`src/sv/rfidd_pkg.sv`:
```
`default_nettype none

package rfidd_pkg;

    // tag table geometry
    localparam int TABLE_DEPTH = 32;
    localparam int TBL_AW      = (TABLE_DEPTH > 1) ? $clog2(TABLE_DEPTH) : 1;
    localparam int CNT_W       = $clog2(TABLE_DEPTH + 1);
    localparam int TAG_COUNT_W = 6;

    // request function codes
    localparam logic [1:0] FUNC_BYTE  = 2'd0;
    localparam logic [1:0] FUNC_TICK  = 2'd1;
    localparam logic [1:0] FUNC_START = 2'd2;

    // frame format
    localparam logic [7:0]  END_BYTE    = 8'h7E;
    localparam logic [7:0]  FRAME_LEN_A = 8'd19;
    localparam logic [7:0]  FRAME_LEN_B = 8'd23;
    localparam logic [7:0]  IDX_MAX     = 8'd255;
    localparam logic [31:0] SENTINEL_ID = 32'hBB01FF00;
    localparam logic [16:0] IDLE_MAX    = 17'h1FFFF;

    // event codes
    localparam logic [2:0] EV_NONE   = 3'd0;
    localparam logic [2:0] EV_NEW    = 3'd1;
    localparam logic [2:0] EV_DUP    = 3'd2;
    localparam logic [2:0] EV_REJECT = 3'd3;
    localparam logic [2:0] EV_DROP   = 3'd4;
    localparam logic [2:0] EV_FULL   = 3'd5;
    localparam logic [2:0] EV_DONE   = 3'd6;

    // configuration register indexes
    localparam logic REG_IDLE_TIMEOUT = 1'b0;
    localparam logic REG_REJECT_ZERO  = 1'b1;

    // outcome of one request in the frame front end
    typedef struct packed {
        logic [2:0]  ev;
        logic [31:0] id;
        logic        lookup;
        logic        scan;
    } frame_res_t;

    // table search status
    typedef struct packed {
        logic       done;
        logic [2:0] ev;
    } tbl_stat_t;

endpackage

`default_nettype wire

```
`src/sv/rfid_inventory_frame_dedup_unit.sv`:
```
// RFID inventory frame parser with tag de-duplication.
// Input channel (in_valid / in_stall) carries one request per item: func
// selects a reader byte, a millisecond tick or the start of a new scan,
// rx_byte holds the reader byte. Output channel (out_valid / out_stall)
// returns exactly one result per request: event_res, tag_id, tag_count and
// scanning, in request order.
// Ticks, starts and ordinary bytes pass from the pending result registers
// into the output register. An end byte that closes a kept frame and is not
// dropped first searches the tag table, held in a RAM with one write port and
// a registered read port, one entry per cycle, stopping at a hit or at the count.
// A new request is accepted only once the previous result has moved into the
// output register; frame ends that need a table search hold it off longer.
// The output register lets the next request be accepted while a result
// still waits; when out_stall holds a result and the following one is
// ready, the block raises in_stall until the output register frees up.
// Reset clears all control state, sets idle_timeout_ms to 100 and
// reject_zero_id to 0, and leaves the block idle with no scan running.
// The tag table RAM needs no clearing: only entries below the count are read.
// Configuration writes (cfg_we, cfg_index, cfg_data) are registered and apply to later requests.
`default_nettype none

module rfid_inventory_frame_dedup_unit import rfidd_pkg::*; (
    input  wire logic        clk,
    input  wire logic        rst_n,
    input  wire logic        cfg_we,
    input  wire logic        cfg_index,
    input  wire logic [15:0] cfg_data,
    input  wire logic        in_valid,
    output logic             in_stall,
    input  wire logic [1:0]  func,
    input  wire logic [7:0]  rx_byte,
    output logic             out_valid,
    input  wire logic        out_stall,
    output logic [2:0]       event_res,
    output logic [31:0]      tag_id,
    output logic [5:0]       tag_count,
    output logic             scanning
);

    localparam logic [1:0] ST_IDLE = 2'd0;
    localparam logic [1:0] ST_LOOK = 2'd1;
    localparam logic [1:0] ST_EMIT = 2'd2;

    logic [1:0]       state_reg, state_next;
    logic [15:0]      timeout_reg;
    logic             reject_zero_reg;
    logic             accept;
    logic             out_free;
    frame_res_t       fres;
    tbl_stat_t        tstat;
    logic [CNT_W-1:0] count;
    logic             tbl_lookup;
    logic             tbl_clear;
    logic [2:0]       pend_ev_reg;
    logic [31:0]      pend_id_reg;
    logic             pend_scan_reg;
    logic             out_valid_reg;
    logic [2:0]       event_reg;
    logic [31:0]      tag_id_reg;
    logic [5:0]       tag_count_reg;
    logic             scanning_reg;

    // configuration registers
    always_ff @(posedge clk or negedge rst_n)
    begin
        if (!rst_n)
        begin
            timeout_reg     <= 16'd100;
            reject_zero_reg <= 1'b0;
        end
        else if (cfg_we)
        begin
            unique case (cfg_index)
                REG_IDLE_TIMEOUT: timeout_reg     <= cfg_data;
                REG_REJECT_ZERO:  reject_zero_reg <= cfg_data[0];
                default:          timeout_reg     <= timeout_reg;
            endcase
        end
    end

    assign in_stall   = (state_reg != ST_IDLE);
    assign accept     = in_valid && !in_stall;
    assign out_free   = !out_valid_reg || !out_stall;
    assign tbl_lookup = accept && fres.lookup;
    assign tbl_clear  = accept && (func == FUNC_START);

    rfidd_frame u_frame (
        .clk          (clk),
        .rst_n        (rst_n),
        .accept       (accept),
        .func         (func),
        .rx_byte      (rx_byte),
        .idle_timeout (timeout_reg),
        .reject_zero  (reject_zero_reg),
        .res          (fres)
    );

    rfidd_table u_table (
        .clk    (clk),
        .rst_n  (rst_n),
        .clear  (tbl_clear),
        .lookup (tbl_lookup),
        .key    (fres.id),
        .stat   (tstat),
        .count  (count)
    );

    // request sequencing
    always_comb
    begin
        state_next = state_reg;
        unique case (state_reg)
            ST_IDLE:
            begin
                if (accept)
                begin
                    state_next = fres.lookup ? ST_LOOK : ST_EMIT;
                end
            end
            ST_LOOK:
            begin
                if (tstat.done)
                begin
                    state_next = ST_EMIT;
                end
            end
            ST_EMIT:
            begin
                if (out_free)
                begin
                    state_next = ST_IDLE;
                end
            end
            default:
            begin
                state_next = ST_IDLE;
            end
        endcase
    end

    always_ff @(posedge clk or negedge rst_n)
    begin
        if (!rst_n)
        begin
            state_reg <= ST_IDLE;
        end
        else
        begin
            state_reg <= state_next;
        end
    end

    // pending result of the request in flight
    always_ff @(posedge clk)
    begin
        if (accept)
        begin
            pend_ev_reg   <= fres.ev;
            pend_id_reg   <= fres.id;
            pend_scan_reg <= fres.scan;
        end
        else if (state_reg == ST_LOOK && tstat.done)
        begin
            pend_ev_reg <= tstat.ev;
        end
    end

    // output register
    always_ff @(posedge clk or negedge rst_n)
    begin
        if (!rst_n)
        begin
            out_valid_reg <= 1'b0;
        end
        else if (state_reg == ST_EMIT && out_free)
        begin
            out_valid_reg <= 1'b1;
        end
        else if (!out_stall)
        begin
            out_valid_reg <= 1'b0;
        end
    end

    always_ff @(posedge clk)
    begin
        if (state_reg == ST_EMIT && out_free)
        begin
            event_reg     <= pend_ev_reg;
            tag_id_reg    <= pend_id_reg;
            tag_count_reg <= TAG_COUNT_W'(count);
            scanning_reg  <= pend_scan_reg;
        end
    end

    assign out_valid = out_valid_reg;
    assign event_res = event_reg;
    assign tag_id    = tag_id_reg;
    assign tag_count = tag_count_reg;
    assign scanning  = scanning_reg;

    // the reported count never exceeds the table size
    a_count_bound: assert property (@(posedge clk) disable iff (!rst_n)
        out_valid |-> (tag_count <= TAG_COUNT_W'(TABLE_DEPTH)))
        else $error("tag count beyond table depth");

    // a finished scan is reported as no longer scanning
    a_done_stops: assert property (@(posedge clk) disable iff (!rst_n)
        (out_valid && event_res == EV_DONE) |-> !scanning)
        else $error("scan done while still scanning");

    // a rejected frame carries no tag id
    a_reject_no_id: assert property (@(posedge clk) disable iff (!rst_n)
        (out_valid && event_res == EV_REJECT) |-> (tag_id == '0))
        else $error("rejected frame with nonzero id");

    // a table search is only started from the idle state
    a_lookup_idle: assert property (@(posedge clk) disable iff (!rst_n)
        (state_reg == ST_LOOK) |-> $past(state_reg == ST_IDLE || state_reg == ST_LOOK))
        else $error("table search entered out of order");

endmodule

`default_nettype wire

```
`src/sv/rfidd_ram.sv`:
```
`default_nettype none

module rfidd_ram #(
    parameter int WIDTH = 32,
    parameter int DEPTH = 32
) (
    input  wire logic                                       clk,
    input  wire logic                                       we,
    input  wire logic [((DEPTH > 1) ? $clog2(DEPTH) : 1)-1:0] waddr,
    input  wire logic [WIDTH-1:0]                           wdata,
    input  wire logic                                       re,
    input  wire logic [((DEPTH > 1) ? $clog2(DEPTH) : 1)-1:0] raddr,
    output logic      [WIDTH-1:0]                           rdata
);

    logic [WIDTH-1:0] mem [0:DEPTH-1];

    // single write port, registered read port
    always_ff @(posedge clk)
    begin
        if (we)
        begin
            mem[waddr] <= wdata;
        end
        if (re)
        begin
            rdata <= mem[raddr];
        end
    end

endmodule

`default_nettype wire

```
`src/sv/rfidd_frame.sv`:
```
`default_nettype none

module rfidd_frame import rfidd_pkg::*; (
    input  wire logic        clk,
    input  wire logic        rst_n,
    input  wire logic        accept,
    input  wire logic [1:0]  func,
    input  wire logic [7:0]  rx_byte,
    input  wire logic [15:0] idle_timeout,
    input  wire logic        reject_zero,
    output frame_res_t       res
);

    logic [7:0]      idx_reg, idx_next;
    logic [7:0][7:0] recent_reg, recent_next;
    logic [16:0]     idle_reg, idle_next;
    logic            scan_reg, scan_next;
    logic [31:0]     frame_id;
    logic [16:0]     idle_inc;
    logic            kept;
    logic [2:0]      ev;
    logic [31:0]     id;
    logic            lookup;

    // id bytes sit seven to four places before the end byte
    assign frame_id = {recent_reg[6], recent_reg[5], recent_reg[4], recent_reg[3]};
    assign idle_inc = (idle_reg < IDLE_MAX) ? idle_reg + 17'd1 : idle_reg;
    assign kept     = (idx_reg == FRAME_LEN_A) || (idx_reg == FRAME_LEN_B);

    // per-request state update and classification
    always_comb
    begin
        idx_next    = idx_reg;
        recent_next = recent_reg;
        idle_next   = idle_reg;
        scan_next   = scan_reg;
        ev          = EV_NONE;
        id          = '0;
        lookup      = 1'b0;
        priority if (func == FUNC_START)
        begin
            idx_next    = '0;
            recent_next = '0;
            idle_next   = '0;
            scan_next   = 1'b1;
        end
        else if (func == FUNC_TICK && scan_reg)
        begin
            idle_next = idle_inc;
            if (idle_inc > {1'b0, idle_timeout})
            begin
                scan_next = 1'b0;
                ev        = EV_DONE;
            end
        end
        else if (func == FUNC_BYTE && scan_reg)
        begin
            if (rx_byte == END_BYTE)
            begin
                if (kept)
                begin
                    id = frame_id;
                    if (frame_id == SENTINEL_ID || (reject_zero && frame_id == '0))
                    begin
                        ev = EV_DROP;
                    end
                    else
                    begin
                        lookup = 1'b1;
                    end
                end
                else
                begin
                    ev = EV_REJECT;
                end
                idx_next = '0;
            end
            else
            begin
                if (idx_reg < IDX_MAX)
                begin
                    idx_next = idx_reg + 8'd1;
                end
                idle_next = '0;
            end
            recent_next = {recent_reg[6:0], rx_byte};
        end
        else
        begin
            // unused func value or no scan running: state holds
        end
    end

    assign res = '{ev: ev, id: id, lookup: lookup, scan: scan_next};

    // frame state registers
    always_ff @(posedge clk or negedge rst_n)
    begin
        if (!rst_n)
        begin
            idx_reg    <= '0;
            recent_reg <= '0;
            idle_reg   <= '0;
            scan_reg   <= 1'b0;
        end
        else if (accept)
        begin
            idx_reg    <= idx_next;
            recent_reg <= recent_next;
            idle_reg   <= idle_next;
            scan_reg   <= scan_next;
        end
    end

endmodule

`default_nettype wire

```
`src/sv/rfidd_table.sv`:
```
`default_nettype none

module rfidd_table import rfidd_pkg::*; (
    input  wire logic             clk,
    input  wire logic             rst_n,
    input  wire logic             clear,
    input  wire logic             lookup,
    input  wire logic [31:0]      key,
    output tbl_stat_t             stat,
    output logic      [CNT_W-1:0] count
);

    localparam logic T_IDLE = 1'b0;
    localparam logic T_SCAN = 1'b1;

    logic             tstate_reg, tstate_next;
    logic [CNT_W-1:0] rd_idx_reg, rd_idx_next;
    logic             pend_reg, pend_next;
    logic [CNT_W-1:0] count_reg, count_next;
    logic [31:0]      key_reg;
    logic [31:0]      ram_q;
    logic             issue;
    logic             hit;
    logic             finish;
    logic             full;
    logic             ram_we;

    // one read issued per cycle, compared when the data returns
    assign issue  = (tstate_reg == T_SCAN) && (rd_idx_reg < count_reg);
    assign hit    = (tstate_reg == T_SCAN) && pend_reg && (ram_q == key_reg);
    assign finish = (tstate_reg == T_SCAN) && !pend_reg && !issue;
    assign full   = count_reg >= CNT_W'(TABLE_DEPTH);
    assign ram_we = finish && !full;

    rfidd_ram #(
        .WIDTH (32),
        .DEPTH (TABLE_DEPTH)
    ) u_ram (
        .clk   (clk),
        .we    (ram_we),
        .waddr (count_reg[TBL_AW-1:0]),
        .wdata (key_reg),
        .re    (issue),
        .raddr (rd_idx_reg[TBL_AW-1:0]),
        .rdata (ram_q)
    );

    // search sequencer
    always_comb
    begin
        tstate_next = tstate_reg;
        rd_idx_next = rd_idx_reg;
        pend_next   = pend_reg;
        count_next  = count_reg;
        unique case (tstate_reg)
            T_IDLE:
            begin
                if (clear)
                begin
                    count_next = '0;
                end
                if (lookup)
                begin
                    rd_idx_next = '0;
                    pend_next   = 1'b0;
                    tstate_next = T_SCAN;
                end
            end
            T_SCAN:
            begin
                if (issue)
                begin
                    rd_idx_next = rd_idx_reg + CNT_W'(1);
                end
                pend_next = issue;
                if (ram_we)
                begin
                    count_next = count_reg + CNT_W'(1);
                end
                if (hit || finish)
                begin
                    tstate_next = T_IDLE;
                end
            end
            default:
            begin
                tstate_next = T_IDLE;
            end
        endcase
    end

    always_ff @(posedge clk or negedge rst_n)
    begin
        if (!rst_n)
        begin
            tstate_reg <= T_IDLE;
            rd_idx_reg <= '0;
            pend_reg   <= 1'b0;
            count_reg  <= '0;
        end
        else
        begin
            tstate_reg <= tstate_next;
            rd_idx_reg <= rd_idx_next;
            pend_reg   <= pend_next;
            count_reg  <= count_next;
        end
    end

    // search key
    always_ff @(posedge clk)
    begin
        if (tstate_reg == T_IDLE && lookup)
        begin
            key_reg <= key;
        end
    end

    assign stat  = '{done: hit || finish, ev: hit ? EV_DUP : (full ? EV_FULL : EV_NEW)};
    assign count = count_reg;

    // a store never lands past the end of the table
    a_we_in_range: assert property (@(posedge clk) disable iff (!rst_n)
        ram_we |-> (count_reg < CNT_W'(TABLE_DEPTH)))
        else $error("table write beyond depth");

    // a new tag grows the table by exactly one
    a_new_counts: assert property (@(posedge clk) disable iff (!rst_n)
        (stat.done && stat.ev == EV_NEW) |=> (count_reg == $past(count_reg) + CNT_W'(1)))
        else $error("new tag did not bump count");

endmodule

`default_nettype wire
```
`config.mk`:
```
export PLATFORM = sky130hd
export DESIGN_NAME = rfid_inventory_frame_dedup_unit
export DESIGN_NICKNAME = d
export VERILOG_FILES = /design/src/sv/rfidd_pkg.sv /design/src/sv/rfid_inventory_frame_dedup_unit.sv /design/src/sv/rfidd_ram.sv /design/src/sv/rfidd_frame.sv /design/src/sv/rfidd_table.sv
export SDC_FILE = /design/constraint.sdc
export NUM_CORES = 1
export LEC_CHECK = 0
export BUFFER_PORTS_ARGS = -buffer_cell sky130_fd_sc_hd__buf_2
export CAP_MARGIN = 15
export CORE_UTILIZATION = 61
export CTS_BUF_LIST = sky130_fd_sc_hd__clkbuf_16
export DETAILED_ROUTE_END_ITERATION = 7
export GPL_TIMING_DRIVEN = 0
export HOLD_SLACK_MARGIN = 0.03
export PLACE_DENSITY = 0.82
export SETUP_SLACK_MARGIN = 0.5
export SLEW_MARGIN = 30
export SYNTH_ARGS = -nofsm -noshare
export SYNTH_HDL_FRONTEND = slang
export SYNTH_SLANG_ARGS = --single-unit
```
`constraint.sdc`:
```
create_clock -name clk -period 5.2 [get_ports clk]
set_input_delay 0.78 -clock clk [delete_from_list [all_inputs] [get_ports clk]]
set_output_delay 0.78 -clock clk [all_outputs]
set_load 0.05 [all_outputs]
```
; ---- Word level (Yosys, flattened, before mapping)
; Memories as Yosys holds them, arrays and structs flattened. A register that Yosys moved wholly into a read port is not among the register bits.
; Index checks and enable logic that the tools add are counted.
[classes]
n_addsub = 4
order_cmp = 5
eq_ne = 19
n_mux = 58
n_bitwise = 2
n_reduce_logical = 41
[op_table]
columns = cell, count
row1 = $mux W56, 3
row2 = $mux W32, 5
row3 = $mux W17, 5
row4 = $mux W8, 5
row5 = $mux W3, 11
row6 = $eq A32 B32 Y1, 1
row7 = $eq A32 B32 Y1 const B, 1
row8 = $logic_not A32 Y1, 1
row9 = $mux W6, 4
row10 = $pmux W6 S2, 2
row11 = $add A17 B1 Y17 const B, 1
row12 = $gt A17 B16 Y1, 1
row13 = $lt A17 B17 Y1 const B, 1
row14 = $eq A8 B5 Y1 const B, 2
row15 = $mux W1, 16
row16 = $logic_and A1 B1 Y1, 15
row17 = $ne A2 B2 Y1 const B, 7
row18 = $add A6 B1 Y6 const B, 2
row19 = $reduce_and A3 Y1, 3
row20 = $add A8 B1 Y8 const B, 1
row21 = $eq A8 B7 Y1 const B, 1
row22 = $lt A8 B8 Y1 const B, 1
row23 = $mux W2, 4
row24 = $reduce_and A2 Y1, 4
row25 = other kinds (15), 32
[word_totals]
reg_bits = 226
ram_bits = 1024
in_bits = 32
out_inout_bits = 44
elab_cells = 156
n_memories = 1
[mem_list]
columns = memory, depth, width, rd, rd_ports_with_merged_regs, wr, line_no
row1 = u_table.u_ram.mem, 32, 32, 1, 1, 1, rfidd_ram.sv:16  ; logic [WIDTH-1:0] mem [0:DEPTH-1];

; ---- Depth between registers and ports, before layout
; Gate-level depths: netlist (run 1).
[depth]
depth_word = 12
ltp_mapped = 13
mapped_depth_nobuf = 12

; ---- Cells and area by module
; Synthesis (run 1) repeated with hierarchy kept, for this count alone.
[hier_totals]
cells_unflattened = 3042
hier_area_um2 = 50906.3
[modules_own_cells]
columns = module, n_inst, cells_per_inst, area_per_inst_um2, seq_area_each_um2
row1 = rfidd_ram, 1, 2260, 40810.4, 31710.4
row2 = rfidd_frame, 1, 464, 4613.2, 2052.0
row3 = rfid_inventory_frame_dedup_unit, 1, 140, 3255.6, 2846.5
row4 = rfidd_table, 1, 178, 2227.1, 1311.3

; ---- Least setup slack after synthesis (run 1)
; OpenSTA, ideal clock, no wires.
[synth_path]
path_type = register to register
start = reg u_table.count_reg[4] (netlist: u_table.count[4])
end = mem u_table.u_ram.mem[9][0] (enable)
setup_ns = 0.421
arrival_ns = 3.273
t_required_ns = 4.779
setup_slack_ns = 1.506
path_stages_with_launch = 9
path_buffers = 2
synth_period_minus_slack_ns = 3.694
path_cell_list = dfrtp_1 -> clkbuf_1 -> inv_1 -> ha_1 -> nand3_1 -> o21ai_2 -> clkbuf_1 -> nand3_1 -> nor2_1
[synth_via]
elab_chain_cells = 7
word_cells_on_any_way = 9
cone_classes = 2 x order compare / 2 x mux / 5 x reduce/logical
[synth_rtl]
columns = item, line_no
row1 = start: declaration, rfidd_table.sv:19  ; logic [CNT_W-1:0] count_reg, count_next;
row2 = start signal: assignment, rfidd_table.sv:106  ; count_reg <= count_next;
row3 = $lt A6 B6 Y1, rfidd_table.sv:29  ; assign issue = (tstate_reg == T_SCAN) && (rd_idx_reg < count_reg);
row4 = $logic_and A1 B1 Y1, rfidd_table.sv:29
row5 = $logic_not A1 Y1, rfidd_table.sv:31  ; assign finish = (tstate_reg == T_SCAN) && !pend_reg && !issue;
row6 = $logic_and A1 B1 Y1, rfidd_table.sv:31
row7 = $logic_and A1 B1 Y1, rfidd_table.sv:33  ; assign ram_we = finish && !full;
row8 = $mux W1, rfidd_ram.sv:21  ; if (we)
row9 = $mux W1 (not written as such), rfidd_ram.sv:23  ; mem[waddr] <= wdata;
row10 = end: declaration, rfidd_ram.sv:16
; Parallel ways exist; a longest one is shown, timed or not.

; ---- Worst setup path after layout (run 1)
[layout_path]
start = reg u_table.count_reg[4] (netlist: u_table.count[4])
end = mem u_table.u_ram.mem[26][7] (enable)
; The elaborated chain is that of the path after synthesis.

==> flow_summary.json, run 1 <==
{
  "hold_class": "input pin to register",
  "grt_max_degree": 73,
  "placed_cells": 3567,
  "startpoint_type": "register",
  "synth.area.top_cells": "edfxtp_1, mux4_2, dfrtp_1",
  "crit_fanout": 18,
  "vias_per_cell": 7.263,
  "synthAdderAreaFrac_pct": 0.7055,
  "antenna_found_initial": 9,
  "cts_tree": "yes",
  "fp-row-count": 104,
  "cts-htree-levels": 3,
  "grt_pass1_wl_um": 201300,
  "drt-total-wl_um": 143700,
  "die_h_um": 287.3,
  "r2r_start": "u_table.count[4]$_DFFE_PN0P_",
  "synth.distinct_cells": 58,
  "drv_cap": 0,
  "gp_congestion": 0.8655,
  "synth_seq_area_share_pct": 76.37,
  "start_util_pct": 61.65,
  "syn2layout_area_growth_pct": 16.30,
  "synth_area_um2": 49660,
  "chipWidth_um": 287.3,
  "synth_top_family_by_area": "multiplexers",
  "numPortBuffers": 75,
  "slew_viol_final": 0,
  "grt_pass1_vias": 27890,
  "gr-usage-all-layers_pct": 35.55,
  "synth_cells": 2367,
  "route.detailed.drc": 0,
  "ant_nets": 0,
  "synth.most_common_cell": "edfxtp_1",
  "drtIter0Drc": 3989,
  "min_from": "cfg_data[15]",
  "synthTopCellsByCount": "edfxtp_1, mux4_2, nand2_1, dfrtp_1, clkbuf_1",
  "cts_sinks": 1282,
  "crit_start": "u_table.count[4]$_DFFE_PN0P_",
  "syn_nets": 2427,
  "place_area_um2": 53390,
  "synthSimpleGateAreaFrac_pct": 3.155,
  "clk_path_buf_depth": 3,
  "final_nets": 2718,
  "power_density_nw_per_um2": 363.6,
  "core_area_um2": 80550,
  "finalPower_mw": 21.00,
  "fin_util_pct": 71.70,
  "fin_area_um2": 57750,
  "drive_gt1_share_pct": 29.01,
  "dieArea_um2": 82550,
  "overflow": 0,
  "root_buffer": "clkbuf_16",
  "synthMuxAreaShare_pct": 15.37,
  "finalHoldViolations": 0,
  "irDropWorstVdd_mv": 0.3473,
  "synth.largest_area_cell": "edfxtp_1",
  "status": "finished clean",
  "leakage_nw": 22.34,
  "drtPass1Iterations": 7,
  "crit_path_end_kind": "register",
  "clkLatencyLatePin_ps": 710,
  "vias": 27790,
  "synth_compound_area_share_pct": 2.296,
  "timing.hold.ws_ps": 295.0,
  "synth_seq_cells": 1282,
  "fin_skew_ps": 32.80,
  "fin_crit_sh_pct": 87.06,
  "fmax_mhz": 220.9,
  "cts_inserted_buffers": 119,
  "ys_warn_count": 0,
  "regMostFlops": "u_table.u_ram.mem",
  "io_pins": 76,
  "yosysTopAreaCellShare_pct": 70.51,
  "cp.arrival_ps": 4920,
  "crit_required_ps": 5590,
  "synthArstFlopShare_pct": 9.048,
  "avgSynthCellArea_um2": 20.98,
  "worst_slew_pin_slew_ps": 1081,
  "final_cells": 3826,
  "rsz0062_at_grt": "false",
  "wire_per_inst_um": 37.57,
  "synth-xor-area-share_pct": 0.8466,
  "synth_edf_count": 1166,
  "dp_hpwl_um": 82000,
  "clkTransAtPathRegs_ps": 70,
  "yosys_most_used_dff": "edfxtp_1",
  "slew_headroom_pct": 27.94,
  "min_period_ps": 4527,
  "worstSetupPathType": "register to register",
  "largest_reg_flops": 1024,
  "finalSetupViolations": 0
}
[path summary, 6_finish.rpt]
kind                                                 endpoint  slack [ps]  depth (start not counted)
min                               timeout_reg[15]$_DFFE_PN0P_         290                          3
max in group asynchronous    u_frame.frame_id[30]$_DFFE_PN0P_        3940                          3
max reg2reg                u_table.u_ram.mem[26][7]$_DFFE_PP_         670                          8
min in group asynchronous   u_table.rd_idx_reg[2]$_DFFE_PN0P_         570                          2
max                        u_table.u_ram.mem[26][7]$_DFFE_PP_         670                          8
min reg2reg                              tag_id[21]$_DFFE_PP_         420                          0
[kinds of logic after synthesis]
group / count (synthesis)
mux: 358
simple gates: 325
fa+ha+maj: 28
buf+inv: 149
flops: 1282
compound gates: 177
xor+xnor: 48
[through the flow]
step	setup TNS [ps]	setup slack [ps]
finish	0	672.9
global route	0	625.0
CTS	0	502.4
detailed placement	0	801.1
global placement	-306790	-772.2
floorplan	0	1506
[layout by cell type (no fill, tap or decap), types with 19 or more instances in the layout]
cell / count
inv_1: 59
buf_6: 24
xor2_1: 35
clkbuf_16: 121
dfrtp_1: 113
clkbuf_1: 67
a22o_1: 27
nand3_1: 30
clkbuf_2: 19
nor2_4: 32
clkinv_1: 20
buf_2: 100
and2_1: 33
nand2_1: 123
nor2_1: 32
edfxtp_1: 1166
mux2_2: 34
buf_16: 62
mux4_2: 320
o21ai_0: 82
clkinv_2: 26
ha_1: 28
[layout make-up]
class,count,area (um2)
tap,1060,1326
multi-input combinational,936,11380
clock buffer,121,3028
sequential,1282,37920
timing repair buffer,170,2505
buffer,119,540.5
inverter,30,115.1
antenna,5,12.51
fill,4242,22800
clock inverter,103,920.9
[per-layer routing]
layer	up-vias	GRT usage (%)	routed length [um]
li1	10300	-	-
met1	14160	44.48	46950
met2	2710	56.99	69750
met3	607	9.278	17380
met4	10	20.15	9581
met5	-	0	63
[repair_timing]
item | in CTS | in global routing
hold endpoints to repair | 42 | 0
endpoints found under the setup margin | 0 | 37
hold buffers | 1 | 0
buffers inserted | 0 | 2
resized for setup | 0 | 1
[critical path: stages, from the launching register on]
cell,delay [ps]
dfrtp_1,390
clkbuf_1,490
inv_1,240
ha_1,380
nand3_1,150
o21ai_2,490
nand3_1,860
nor2_4,940
buf_16,260
[report_power, final]
group,switching [mW],leakage (nW),internal [mW],total (mW)
Sequential,0.144,14.8,11.3,11.4
Combinational,0.445,5.51,0.182,0.627
Clock,3.92,2.05,5.01,8.93
Power figures use the tool's default switching activity.
==> run 2, diff against run 1 <==
- clock period: 5.2 -> 5.75 ns (I/O delays scaled with it)
==> flow_summary.json, run 2 (synthesized netlist as in run 1, its figures left out) <==
{
  "die_h_um": 287.3,
  "cts_inserted_buffers": 119,
  "syn2layout_area_growth_pct": 16.21,
  "fin_util_pct": 71.64,
  "reg2reg_slack_ps": 900,
  "status": "finished clean",
  "gp_congestion": 0.8655,
  "leakage_nw": 22.67,
  "drtPass1Iterations": 7,
  "numPortBuffers": 75,
  "fin_skew_ps": 39.78,
  "route.detailed.drc": 0,
  "rsz0062_at_grt": "false",
  "slew_headroom_pct": 22.43,
  "drive_gt1_share_pct": 28.93,
  "fin_crit_sh_pct": 84.27,
  "worstSetupPathType": "register to register",
  "slew_viol_final": 0,
  "finalHoldViolations": 0,
  "io_pins": 76,
  "root_buffer": "clkbuf_16",
  "drtIter0Drc": 3880,
  "cts-htree-levels": 3,
  "crit_family": "simple AND/OR/NAND/NOR gates",
  "min_period_ps": 4845,
  "crit_required_ps": 6140,
  "fillers": 4241,
  "chipWidth_um": 287.3,
  "ant_nets": 0,
  "crit_path_max_incr_delay_ps": 860,
  "irDropWorstVdd_mv": 0.3137,
  "dp_hpwl_um": 82000,
  "cts_setup_buffers": 0,
  "antenna_found_initial": 9,
  "grt_max_degree": 73,
  "crit_path_end_kind": "register",
  "cts_tree": "yes",
  "cp_num_buf_inv": 4,
  "ctsResizeCount": 0,
  "regMostFlops": "u_table.u_ram.mem",
  "placed_cells": 3567,
  "vias": 27690,
  "core_area_um2": 80550,
  "hold_buffers": 0,
  "path_cells": "clkbuf_1 -> inv_1 -> ha_1 -> nand3_1 -> o21ai_2 -> clkbuf_1 -> nand3_1 -> nor2_4 -> buf_16",
  "cts_sinks": 1282,
  "startpoint_type": "register",
  "clk_path_buf_depth": 3,
  "gr-usage-all-layers_pct": 35.54,
  "drt-total-wl_um": 143100,
  "worst_slew_pin_slew_ps": 1154,
  "final_cells": 3823,
  "layout_commonest_cell": "edfxtp_1",
  "hold_class": "input pin to asynchronous set/reset pin",
  "cp.arrival_ps": 5240,
  "dieArea_um2": 82550,
  "drv_cap": 0,
  "clkTransAtPathRegs_ps": 70,
  "largest_reg_flops": 1024,
  "cpMaxStageDelayCell": "nor2_4",
  "fp-row-count": 104,
  "vias_per_cell": 7.242,
  "most-common-layout-cells": "edfxtp_1, mux4_2, nand2_1",
  "crit_fanout": 18,
  "r2r_start": "u_table.count[4]$_DFFE_PN0P_",
  "fmax_mhz": 206.4,
  "wire_per_inst_um": 37.43,
  "grt_pass1_vias": 27880,
  "clkLatencyLatePin_ps": 720,
  "power_density_nw_per_um2": 328.8,
  "r2r-end": "u_table.u_ram.mem[25][4]$_DFFE_PP_",
  "grt_pass1_wl_um": 201300,
  "overflow": 0,
  "reg2regPathDepth": 9,
  "finalSetupViolations": 0,
  "start_util_pct": 61.65,
  "final_nets": 2715
}
==> run 2: worst max-delay path by stage <==
| stage | cells past startpoint | to | slack [ps] | start |
|---|---|---|---|---|
| 6_report | 9 | u_table.u_ram.mem[25][4]$_DFFE_PP_ | 900 | u_table.count[4]$_DFFE_PN0P_ |
| 3_5_place_dp | 9 | u_table.u_ram.mem[25][12]$_DFFE_PP_ | 1350 | u_table.count[4]$_DFFE_PN0P_ |
| 2_1_floorplan | 8 | u_table.u_ram.mem[9][0]$_DFFE_PP_ | 2060 | u_table.count[4]$_DFFE_PN0P_ |
| 5_1_grt | 9 | u_table.u_ram.mem[25][4]$_DFFE_PP_ | 810 | u_table.count[4]$_DFFE_PN0P_ |
| 4_1_cts | 9 | u_table.u_ram.mem[25][4]$_DFFE_PP_ | 1050 | u_table.count[4]$_DFFE_PN0P_ |
| 3_3_place_gp | 8 | u_table.u_ram.mem[13][11]$_DFFE_PP_ | -220 | u_table.count[2]$_DFFE_PN0P_ |
==> run 2: worst register-to-register path, stage by stage (launching register included) <==
cell and delay [ps]:
dfrtp_1 380, clkbuf_1 460, inv_1 230, ha_1 380, nand3_1 170, o21ai_2 480, clkbuf_1 500, nand3_1 800
nor2_4 870, buf_16 270
==> run 2: layout make-up <==
cell class	instances	area, um2	share of cell area (%)
Antenna cell	5	12.51	0.02168
Buffer	119	540.5	0.9367
Clock buffer	121	3028	5.247
Clock inverter	103	920.9	1.596
Inverter	30	115.1	0.1995
Multi-Input combinational cell	936	11380	19.71
Sequential cell	1282	37920	65.71
Tap cell	1060	1326	2.298
Timing Repair Buffer	167	2467	4.276
==> run 2: power by group <==
group / total (mW) / internal (mW) / switching (mW) / leakage, nW
Combinational: 0.568 / 0.164 / 0.403 / 5.69
Clock: 8.06 / 4.53 / 3.53 / 2.05
Sequential: 10.3 / 10.2 / 0.128 / 14.9
Total: 19.0 / 14.9 / 4.06 / 22.7
==> run 2: stage by stage <==
| stage | setup TNS (ps) | cell area, um2 | setup slack, ps | hold slack, ps | power (mW) |
|---|---|---|---|---|---|
| 2_1_floorplan | 0 | 49660 | 2056 | 400.3 | 10.87 |
| 5_1_grt | 0 | 57700 | 810.0 | 64.98 | 19.35 |
| 3_3_place_gp | -20290 | 51360 | -222.2 | 402.3 | 11.03 |
| 4_1_cts | 0 | 57340 | 1052 | 46.98 | 18.97 |
| 3_5_place_dp | 0 | 53390 | 1351 | 404.5 | 11.08 |
| 6_report | 0 | 57710 | 904.6 | 66.24 | 18.97 |
==> run 2: metal layers <==
| metal | up-vias | track usage [%] | part of all wire (%) |
|---|---|---|---|
| li1 | 10310 | - | - |
| met1 | 14170 | 44.49 | 33 |
| met2 | 2615 | 56.98 | 49 |
| met3 | 586 | 9.278 | 12 |
| met4 | 10 | 20.15 | 6.7 |
| met5 | - | 0 | 0.057 |
